[src/design/sjf_pkg.sv]
// Shared types, constants and codes of the shortest-job-first scheduler.
`timescale 1ns / 1ps

package sjf_pkg;

  localparam int PENDING_DEPTH = 32;
  localparam int IDX_W = (PENDING_DEPTH > 1) ? $clog2(PENDING_DEPTH) : 1;
  localparam int CNT_W = $clog2(PENDING_DEPTH + 1);

  localparam int ARR_W  = 16;
  localparam int DUR_W  = 16;
  localparam int TIME_W = 24;
  localparam int SUM_W  = 48;
  localparam int JOBS_W = 32;

  localparam logic [TIME_W-1:0] TIME_MAX = '1;
  localparam logic [SUM_W-1:0]  SUM_MAX  = '1;
  localparam logic [JOBS_W-1:0] JOBS_MAX = '1;

  localparam logic CMD_SUBMIT = 1'b0;
  localparam logic CMD_FLUSH  = 1'b1;

  typedef enum logic [1:0] {
    KIND_DONE,
    KIND_AVG,
    KIND_FULL,
    KIND_ORDER
  } kind_t;

  typedef enum logic [2:0] {
    ST_IDLE,
    ST_DECIDE,
    ST_SEARCH,
    ST_SERVE,
    ST_DIV,
    ST_REPORT
  } state_t;

  // running best candidate passed down the chain
  typedef struct packed {
    logic             valid;
    logic [DUR_W-1:0] dur;
    logic [ARR_W-1:0] arr;
    logic [IDX_W-1:0] idx;
  } tok_t;

  // store update commands broadcast to every cell
  typedef struct packed {
    logic             insert;
    logic [IDX_W-1:0] insert_pos;
    logic [ARR_W-1:0] arr;
    logic [DUR_W-1:0] dur;
    logic             shift;
    logic [IDX_W-1:0] remove_idx;
  } chain_ctrl_t;

endpackage

[src/design/sjf_div.sv]
// Restoring divider, one quotient bit per cycle, for the batch average.
`timescale 1ns / 1ps

module sjf_div
  import sjf_pkg::*;
(
  input  logic              clk,
  input  logic              rst,
  input  logic              start,
  input  logic [SUM_W-1:0]  dividend,
  input  logic [JOBS_W-1:0] divisor,
  output logic              done,
  output logic [SUM_W-1:0]  quotient
);

  localparam int STEP_W = $clog2(SUM_W);

  logic              busy;
  logic [STEP_W-1:0] step;
  logic [JOBS_W-1:0] rem;
  logic [JOBS_W-1:0] dvs;
  logic [JOBS_W:0]   rem_sh;
  logic              fits;

  assign rem_sh = {rem, quotient[SUM_W-1]};
  assign fits   = rem_sh >= {1'b0, dvs};

  always_ff @(posedge clk) begin
    if (rst) begin
      busy <= 1'b0;
      done <= 1'b0;
      step <= '0;
    end else begin
      done <= 1'b0;
      if (start) begin
        busy <= 1'b1;
        step <= '0;
      end else if (busy) begin
        step <= step + 1'b1;
        if (step == STEP_W'(SUM_W - 1)) begin
          busy <= 1'b0;
          done <= 1'b1;
        end
      end
    end
  end

  always_ff @(posedge clk) begin
    if (start) begin
      quotient <= dividend;
      rem      <= '0;
      dvs      <= divisor;
    end else if (busy) begin
      if (fits) begin
        rem      <= JOBS_W'(rem_sh - {1'b0, dvs});
        quotient <= {quotient[SUM_W-2:0], 1'b1};
      end else begin
        rem      <= rem_sh[JOBS_W-1:0];
        quotient <= {quotient[SUM_W-2:0], 1'b0};
      end
    end
  end

endmodule

[config.mk]
export PLATFORM = sky130hd
export DESIGN_NAME = sjf_div
export DESIGN_NICKNAME = d
export VERILOG_FILES = /design/src/design/sjf_pkg.sv /design/src/design/sjf_div.sv
export SDC_FILE = /design/constraint.sdc
export NUM_CORES = 1
export LEC_CHECK = 0
export BUFFER_PORTS_ARGS = -buffer_cell sky130_fd_sc_hd__buf_2
export CORE_ASPECT_RATIO = 0.5
export CORE_MARGIN = 5
export CORE_UTILIZATION = 50
export DETAILED_ROUTE_END_ITERATION = 10
export PLACE_DENSITY_LB_ADDON = 0.1
export SLEW_MARGIN = 20
export SYNTH_ARGS = -nofsm -noshare
export SYNTH_HDL_FRONTEND = slang
export SYNTH_SLANG_ARGS = --single-unit
[constraint.sdc]
create_clock -name clk -period 3.18 [get_ports clk]
set_input_delay 0.159 -clock clk [delete_from_list [all_inputs] [get_ports clk]]
set_output_delay 0.159 -clock clk [all_outputs]
set_load 0.01 [all_outputs]
==> metrics.cfg <==
[clock_network]
htree_levels=4
path_clk_slew_ns=0.06
clock-sinks=120
clock_latency_ns=0.41
numCtsBuffers=17
postCtsSetupRepairBufs=0
cts-root-buf=clkbuf_16
clk_path_buf_depth=2
cts_tree=done

[floorplan]
io_pins=132
row_count=29
die_area_sq_um=15850
die_width_microns=173.1
start_util_pct=51.77
die_h_microns=91.55
core_sq_um=12840

[worst_hold_path]
hp-start=dividend[36]
hold_path_class=primary input to register

[critical_path]
critPathArrivalTime_ns=3.20
crit_required_ns=3.49
cp-startpoint=dvs[21]
slowest_delay_ns=0.47
crit_slowest_cell=ha_1
cp_max_fo=10
cp-end-kind=register
cp-start-kind=register
worstReg2RegStart=dvs[21]
crit_family=compound AO/OA/AOI/OAI gates
cp_cell_sequence=inv_1 > ha_1 > nand4_2 > nor3_2 > o2111a_1 > o31ai_1 > and2_4 > o311a_1 > or3b_1 > a311oi_1
crit_buf_inv=1
criticalPathCategory=register to register

[placed_design]
dp_hpwl_microns=11360
io_buffers=131
gp_congestion=0.8660

[timing]
final.setup.tns_ns=0
finalCritPeriodShare_pct=90.75
fmax_mhz=346.5
hold_viol_final=0
relSlewSlack_pct=58.23
worstMarginPinSlew_ns=0.6265
setup_viol=0
rsz0062_at_grt=no
slew_viol_final=0
finalCriticalPeriod_ns=2.886
finClkSkew_ns=0.01084

[global_routing]
grt_overflow=0
grt_usage_pct=20.63
antenna_found_initial=2
grt_pass1_vias=5352
grt_pass1_wl_microns=26640
grt_max_degree=60

[layout]
drive_above_1_share_pct=29.12
finish.net_count=911
area_delta_synth_final_pct=26.59

[drt]
vias=5409
ant_nets=0
dr.pass1.iters=5
drt-initial-drc-count=379
route.detailed.drc=0
wl_microns=16140
routedWlPerCell_microns=16.50
viasPerCell=5.531

[yosys]
netlist_area_sq_um=6650
yosys.area.top_type=edfxtp_1
synth.avg_cell_area_sq_um=10.54
synth.net_count=748
syn_inst=631
yosysTopAreaCellShare_pct=36.12
ys_seq_elements=120
synthFlopType=edfxtp_1
synth-edff-count=80
ys_types=63
synth.top_cells.by_area=edfxtp_1, dfxtp_1, mux2_2, ha_1, nand2_1
synthArstFlopShare_pct=0
ys_warn_count=0
synth_seq_area_share_pct=48.17

[power]
irDropWorstVdd_v=0.0003595
p_leak_nw=3.544
power_w=0.004886
p_per_area_nw_per_um2=580.4

[job]
cap_violations=0

[status]
outcome=complete, no violations

area by class of cell:
class	count	area, sq um
fill	1072	4427
sequential	120	3204
multi-input combinational	438	3147
timing repair buffer	177	1086
clock buffer	18	429.2
tap	170	212.7
clock inverter	14	186.4
inverter	40	150.1
antenna	1	2.502
path summary, 6_finish.rpt:
| path | to | slack (ns) | cells past startpoint |
|---|---|---|---|
| worst max-delay path | rem[22] | 0.29 | 10 |
| worst min-delay path | quotient[36] | 0.04 | 2 |
| worst max register to register | rem[22] | 0.29 | 10 |
| worst min register to register | step[5] | 0.49 | 2 |
flip-flops by register name, indices dropped and copies added (netlist names):
register,flops
dvs,32
rem,32
done,1
quotient,48
busy,1
step,6
layer usage:
| metal | share of wire, % | global-route usage (%) | vias to the layer above |
|---|---|---|---|
| met5 | 0.087 | 0 | - |
| met4 | 1.2 | 6.304 | 4 |
| met3 | 8.2 | 7.427 | 21 |
| met2 | 44 | 31.68 | 169 |
| met1 | 46 | 27.55 | 2541 |
| li1 | - | - | 2674 |
power breakdown:
part | internal [W] | total [W] | switching, W | leakage [nW]
clock | 0.00126 | 0.00202 | 0.000767 | 0.295
sequential | 0.00182 | 0.00190 | 0.0000735 | 1.12
combinational | 0.000431 | 0.000968 | 0.000537 | 2.12
total | 0.00351 | 0.00489 | 0.00138 | 3.54
cells in the final DEF, fill, tap and decap left out, types with 3 or more instances in the layout:
| master | Yosys | routed |
|---|---|---|
| a41oi_1 | 6 | 6 |
| a311oi_1 | 22 | 22 |
| ha_1 | 33 | 33 |
| nand4_1 | 11 | 11 |
| a21oi_1 | 29 | 29 |
| dfxtp_1 | 40 | 39 |
| clkbuf_16 | 0 | 17 |
| nand3_1 | 8 | 8 |
| a31oi_1 | 5 | 5 |
| o21ai_0 | 20 | 20 |
| mux2_2 | 48 | 48 |
| o31ai_1 | 12 | 12 |
| nand2_1 | 65 | 65 |
| a21o_1 | 10 | 10 |
| o21bai_1 | 3 | 3 |
| dlygate4sd3_1 | 0 | 33 |
| nor4_1 | 5 | 5 |
| inv_6 | 0 | 6 |
| o21a_1 | 7 | 7 |
| nor3b_1 | 8 | 8 |
| o311ai_0 | 4 | 3 |
| buf_2 | 4 | 130 |
| edfxtp_1 | 80 | 80 |
| xnor2_1 | 21 | 21 |
| bufinv_16 | 0 | 3 |
| buf_4 | 3 | 14 |
| nand2b_1 | 6 | 6 |
| inv_1 | 40 | 40 |
| xor2_1 | 8 | 8 |
| nor2_1 | 50 | 50 |
| and3_1 | 6 | 6 |
| nor2b_1 | 8 | 8 |
synthesized netlist by cell type (5+ instances only):
master,n
edfxtp_1,80
nand2_1,65
nor2_1,50
mux2_2,48
dfxtp_1,40
inv_1,40
ha_1,33
a21oi_1,29
a311oi_1,22
xnor2_1,21
clkbuf_1,20
o21ai_0,20
o31ai_1,12
nand4_1,11
a21o_1,10
nand3_1,8
nor2b_1,8
nor3b_1,8
xor2_1,8
o21a_1,7
a41oi_1,6
and3_1,6
nand2b_1,6
a31oi_1,5
nor4_1,5
cells by family after synthesis:
kind of cell               Yosys count  share of synthesized area, %
AOI/OAI and AO/OA                  141                         15.20
adders and majority gates           34                         6.510
buffers and inverters               73                         4.591
xor gates and xnor gates            29                         3.819
muxes                               50                         8.429
and+or+nand+nor                    184                         13.28
DFF                                120                         48.17
through the flow:
stage	setup slack, ns	cells	utilization (%)	hold WS [ns]	instance area, sq um
final	0.2941	978	65.54	0.04429	8418
after global routing	0.05500	977	65.52	0.03568	8416
after CTS	0.2363	977	65.48	0.02932	8411
after detailed placement	0.2632	912	58.11	0.3248	7465
after global placement	0.3866	912	58.11	0.3260	7465
after floorplan	0.4772	631	-	0.2281	6650
timing repair:
| item | 4_1_cts | 5_1_grt |
|---|---|---|
| gates resized for setup | 0 | 2 |
| endpoints found under the hold margin | 33 | 0 |
| setup endpoints to repair | 0 | 2 |
| hold buffers | 33 | 0 |
(Power assumes the default switching activity.)
