`src/design/sjf_pkg.sv`:
```
// Shared types, constants and codes of the shortest-job-first scheduler.
`timescale 1ns / 1ps

package sjf_pkg;

  localparam int PENDING_DEPTH = 32;
  localparam int IDX_W = (PENDING_DEPTH > 1) ? $clog2(PENDING_DEPTH) : 1;
  localparam int CNT_W = $clog2(PENDING_DEPTH + 1);

  localparam int ARR_W  = 16;
  localparam int DUR_W  = 16;
  localparam int TIME_W = 24;
  localparam int SUM_W  = 48;
  localparam int JOBS_W = 32;

  localparam logic [TIME_W-1:0] TIME_MAX = '1;
  localparam logic [SUM_W-1:0]  SUM_MAX  = '1;
  localparam logic [JOBS_W-1:0] JOBS_MAX = '1;

  localparam logic CMD_SUBMIT = 1'b0;
  localparam logic CMD_FLUSH  = 1'b1;

  typedef enum logic [1:0] {
    KIND_DONE,
    KIND_AVG,
    KIND_FULL,
    KIND_ORDER
  } kind_t;

  typedef enum logic [2:0] {
    ST_IDLE,
    ST_DECIDE,
    ST_SEARCH,
    ST_SERVE,
    ST_DIV,
    ST_REPORT
  } state_t;

  // running best candidate passed down the chain
  typedef struct packed {
    logic             valid;
    logic [DUR_W-1:0] dur;
    logic [ARR_W-1:0] arr;
    logic [IDX_W-1:0] idx;
  } tok_t;

  // store update commands broadcast to every cell
  typedef struct packed {
    logic             insert;
    logic [IDX_W-1:0] insert_pos;
    logic [ARR_W-1:0] arr;
    logic [DUR_W-1:0] dur;
    logic             shift;
    logic [IDX_W-1:0] remove_idx;
  } chain_ctrl_t;

endpackage

```
`src/design/sjf_cell.sv`:
```
// One pending-job cell: holds an entry and relays the best candidate so far.
`timescale 1ns / 1ps

module sjf_cell
  import sjf_pkg::*;
(
  input  logic              clk,
  input  logic [IDX_W-1:0]  idx,
  input  logic [CNT_W-1:0]  count,
  input  logic [TIME_W-1:0] t,
  input  chain_ctrl_t       ctrl,
  input  logic [ARR_W-1:0]  right_arr,
  input  logic [DUR_W-1:0]  right_dur,
  input  tok_t              tok_in,
  output logic [ARR_W-1:0]  entry_arr,
  output logic [DUR_W-1:0]  entry_dur,
  output tok_t              tok_out
);

  logic eligible;
  logic take_own;

  // entry is live and has arrived by the service start time
  assign eligible = (CNT_W'(idx) < count) && (TIME_W'(entry_arr) <= t);
  // strict compare: ties stay with the lower position
  assign take_own = eligible && (!tok_in.valid || (entry_dur < tok_in.dur));

  always_ff @(posedge clk) begin
    if (ctrl.insert && (idx == ctrl.insert_pos)) begin
      entry_arr <= ctrl.arr;
      entry_dur <= ctrl.dur;
    end else if (ctrl.shift && (idx >= ctrl.remove_idx)) begin
      entry_arr <= right_arr;
      entry_dur <= right_dur;
    end
  end

  always_ff @(posedge clk) begin
    if (take_own) begin
      tok_out.valid <= 1'b1;
      tok_out.dur   <= entry_dur;
      tok_out.arr   <= entry_arr;
      tok_out.idx   <= idx;
    end else begin
      tok_out <= tok_in;
    end
  end

endmodule

```
`src/design/sjf_chain.sv`:
```
// Row of pending-job cells in submission order.
`timescale 1ns / 1ps

module sjf_chain
  import sjf_pkg::*;
(
  input  logic              clk,
  input  logic [CNT_W-1:0]  count,
  input  logic [TIME_W-1:0] t,
  input  chain_ctrl_t       ctrl,
  output logic [ARR_W-1:0]  head_arr,
  output tok_t              best
);

  logic [ARR_W-1:0] e_arr [PENDING_DEPTH];
  logic [DUR_W-1:0] e_dur [PENDING_DEPTH];
  tok_t             toks  [PENDING_DEPTH];

  for (genvar k = 0; k < PENDING_DEPTH; k++) begin : g_cell
    tok_t             tin;
    logic [ARR_W-1:0] r_arr;
    logic [DUR_W-1:0] r_dur;

    if (k == 0) begin : g_first
      assign tin = '0;
    end else begin : g_mid
      assign tin = toks[k-1];
    end

    if (k == PENDING_DEPTH - 1) begin : g_end
      assign r_arr = e_arr[k];
      assign r_dur = e_dur[k];
    end else begin : g_inner
      assign r_arr = e_arr[k+1];
      assign r_dur = e_dur[k+1];
    end

    sjf_cell u_cell (
      .clk       (clk),
      .idx       (IDX_W'(k)),
      .count     (count),
      .t         (t),
      .ctrl      (ctrl),
      .right_arr (r_arr),
      .right_dur (r_dur),
      .tok_in    (tin),
      .entry_arr (e_arr[k]),
      .entry_dur (e_dur[k]),
      .tok_out   (toks[k])
    );
  end

  assign head_arr = e_arr[0];
  assign best     = toks[PENDING_DEPTH-1];

endmodule

```
`config.mk`:
```
export PLATFORM = sky130hd
export DESIGN_NAME = sjf_chain
export DESIGN_NICKNAME = d
export VERILOG_FILES = /design/src/design/sjf_pkg.sv /design/src/design/sjf_cell.sv /design/src/design/sjf_chain.sv
export SDC_FILE = /design/constraint.sdc
export NUM_CORES = 2
export LEC_CHECK = 0
export BUFFER_PORTS_ARGS = -buffer_cell sky130_fd_sc_hd__buf_2
export CAP_MARGIN = 20
export CORE_MARGIN = 2
export CORE_UTILIZATION = 40
export DETAILED_ROUTE_END_ITERATION = 10
export REMOVE_ABC_BUFFERS = 1
export SLEW_MARGIN = 40
export SYNTH_ARGS = -nofsm -noshare
export SYNTH_HDL_FRONTEND = slang
export SYNTH_HIERARCHICAL = 1
export SYNTH_SLANG_ARGS = --single-unit
```
`constraint.sdc`:
```
create_clock -name clk -period 6.1 [get_ports clk]
set_input_delay 1.22 -clock clk [delete_from_list [all_inputs] [get_ports clk]]
set_output_delay 1.22 -clock clk [all_outputs]
set_load 0.05 [all_outputs]
```
==> run metrics <==
status finished, final reports clean; filler cell count about 26000; Post-Syn Area about 0.12 mm^2; detailed-router iteration count before antenna repair 6; total power ~53000 uW; Ys Warns 6; Critical R2R Launch g_cell[14].u_cell/entry_arr[14]; clock share of power 0.275; Req. time, crit path between 6 and 7 ns; DR WL/cell between 20 and 25 um; ys flop type dfxtp_1; layout cells sized above 1 0.264; asr flop ratio synth 0; final period utilization 0.660; synth unique cells 38; pin slew with the least headroom to its limit 0.903 ns; Comb pwr share 0.293; CORE AREA roughly 0.29 mm^2; die height about 550 um; number of synthesized flops with an enable pin around 1000; clock slew at reported path FFs about 0.060 ns; Net count, final 12000; area of the multi-input gates just under 0.06 mm^2; crit path DAT about 4.8 ns; register share of total power 0.432; setup TNS 0 ns; DRC 0; maximum fanout along the worst path 37; Clock Latency Late Sink approximately 0.90 ns; total CTS buffers between 200 and 250; remaining global-route overflow 0; final setup violation count 0; pre-CTS WS 1.28 ns; Final WS setup around 2.1 ns; dpl cells between 10000 and 15000; post-CTS resize count 0; antenna violations before repair 18; vias in the first global route slightly below 80000; cells after synthesis between 9000 and 10000; HP Start g_cell[0].u_cell/tok_out[35]; Max VDD drop about 0.00027 V; Max Transition Viols Final 0; GPL Wtd Cong around 0.85; global-route wire length before repair 468 mm; clk_skew 0.0641 ns; Seq cells post-synth approximately 2200; Seq/Total Area, Yosys 0.470; PortBufs 128; drt first-iter violations around 5000; Rows roughly 200; hold crit path type reg -> reg; Die W ~550 um; CTS max path bufs 4; Post-DP HPWL roughly 210 mm; Switching Share 0.310; power density over the cells 399 mW/mm^2; drt via density approximately 5.1; DRT Wirelength 304 mm; Worst Setup SP t[15]; CTS Sinks approximately 2200; static leakage 0.0581 uW; Detail Route Antenna Nets 0; final hold violations 0; H-tree levels 4; P_sw about 16000 uW; synthesis-to-layout area growth 13.6%; Critical Path Start Type primary input; CTS tree built; syn avg cell area approximately 12 um^2; largest net degree at the start of global routing 38; Total GRT Usage 0.200; Internal Pwr Total 36700 uW; hold_buf cts 0; Register Area around 0.055 mm^2; Fin Hold WS roughly 0.44 ns; DR vias about 75000; Tmin final ~4 ns; IO Count around 130; clock root cell clkbuf_16; unrepaired setup endpoints after global routing false; nature of the critical path endpoint flip-flop; Initial Util 0.402; Slew headroom 0.398; postcts setup bufs 0; Max Freq 248 MHz; non-filler cells, final 14700; kind of critical path in -> reg; Max Cap Viol 0; die area ~0.30 mm^2
==> path summary, 6_finish.rpt <==
check	end	slack, ns	cells past startpoint
hold / removal	g_cell[1].u_cell/tok_out[35]	0.44	1
setup / recovery	g_cell[20].u_cell/tok_out[22]	2.08	11
hold reg to reg	g_cell[1].u_cell/tok_out[35]	0.44	1
setup reg to reg	g_cell[14].u_cell/tok_out[16]	2.90	8
==> layout make-up <==
| type | count | area share |
|---|---|---|
| multi-input cells | 6550 | 0.438 |
| flip-flops and latches | 2240 | 0.414 |
| clock buffers | 325 | 0.0505 |
| well taps | 3900 | 0.0367 |
| inverters | 1280 | 0.0361 |
| repair buffers | 306 | 0.0161 |
| clock inverters | 107 | 0.00860 |
| diodes | 11 | 0.000207 |
==> layer usage <==
layer	vias to the layer above	GRT usage	routed length (um)
met4	4	0.0663	9880
li1	35800	-	-
met2	1928	0.309	132000
met3	504	0.0279	16400
met5	-	0	26
met1	36900	0.286	146000
==> synthesized netlist by cell type, drive strengths merged (32+ instances only) <==
master	instances	area, um^2
xor2	128	1120
and4	32	280
o41a	32	360
o21bai	32	240
dfxtp	1216	24300
o2bb2ai	32	280
a21o	161	1210
nor2b	64	641
nand2	350	1310
inv	1280	4800
nand4	65	407
a22oi	32	240
nor2	98	368
o21ai	192	961
xnor2	32	280
mux2	2208	24900
o21a	32	240
a21boi	65	488
nor4	128	801
o211ai	32	400
a211oi	34	255
nor3	63	676
ha	1280	16000
a21oi	509	2550
and3	32	200
nand3	64	320
or4	32	240
clkbuf	97	364
buf	127	1240
o2111ai	32	280
nand2b	63	394
edfxtp	1024	30700
==> metrics by stage <==
| stage | utilization | cell area, um^2 |
|---|---|---|
| finish | 0.457 | 133000 |
| global route | 0.457 | 133000 |
| CTS | 0.457 | 133000 |
| detailed placement | 0.430 | 125000 |
| global placement | 0.429 | 125000 |
| floorplan | - | 118000 |
==> cell families after synthesis <==
| logic type | after synthesis | synth area share |
|---|---|---|
| buffers and inverters | 1504 | 0.0546 |
| xor gates and xnor gates | 160 | 0.0120 |
| other | 2 | 0.0000641 |
| adders and majority gates | 1280 | 0.137 |
| DFF | 2240 | 0.470 |
| AOI/OAI and AO/OA | 1216 | 0.0663 |
| muxes | 2208 | 0.212 |
| and+or+nand+nor | 991 | 0.0481 |
==> power groups by stage <==
| stage | combinational [uW] | sequential [uW] | clock (uW) |
|---|---|---|---|
| after floorplan | 11200 | 22200 | 0 |
| after global placement | 14700 | 23300 | 0 |
| after detailed placement | 15300 | 23100 | 0 |
| after CTS | 15600 | 23000 | 15000 |
| after global routing | 17200 | 23400 | 15500 |
| final | 15600 | 23000 | 14600 |
==> sequential cells by signal (all words and copies together) (netlist names) <==
name / cells
g_cell.u_cell/tok_out: 1216
g_cell.u_cell/entry_arr: 512
g_cell.u_cell/entry_dur: 512
==> critical path: stages <==
cell	delay [ns]
buf_2	0.63
buf_4	0.38
inv_1	0.11
ha_1	0.31
nand4_1	0.13
nor4_1	0.45
a21oi_1	0.12
o41a_1	0.19
nor3_4	0.19
buf_4	0.49
mux2_2	0.41
==> placed cells by master (no fill, tap or decap), types with 48 or more instances in the layout <==
cell	instances
mux2_2	2080
inv_1	1280
ha_1	1280
dfxtp_1	1216
edfxtp_1	1024
conb_1	695
a21oi_1	509
nand2_1	350
clkbuf_16	242
o21ai_0	192
buf_4	191
a21o_1	161
xor2_1	128
nor4_1	128
mux2_1	128
buf_2	106
nor2_1	98
nand4_1	65
a21boi_0	65
nand3_1	64
nand2b_1	63
clkinv_2	53
clkbuf_1	48
Power figures use the tool's default switching activity.
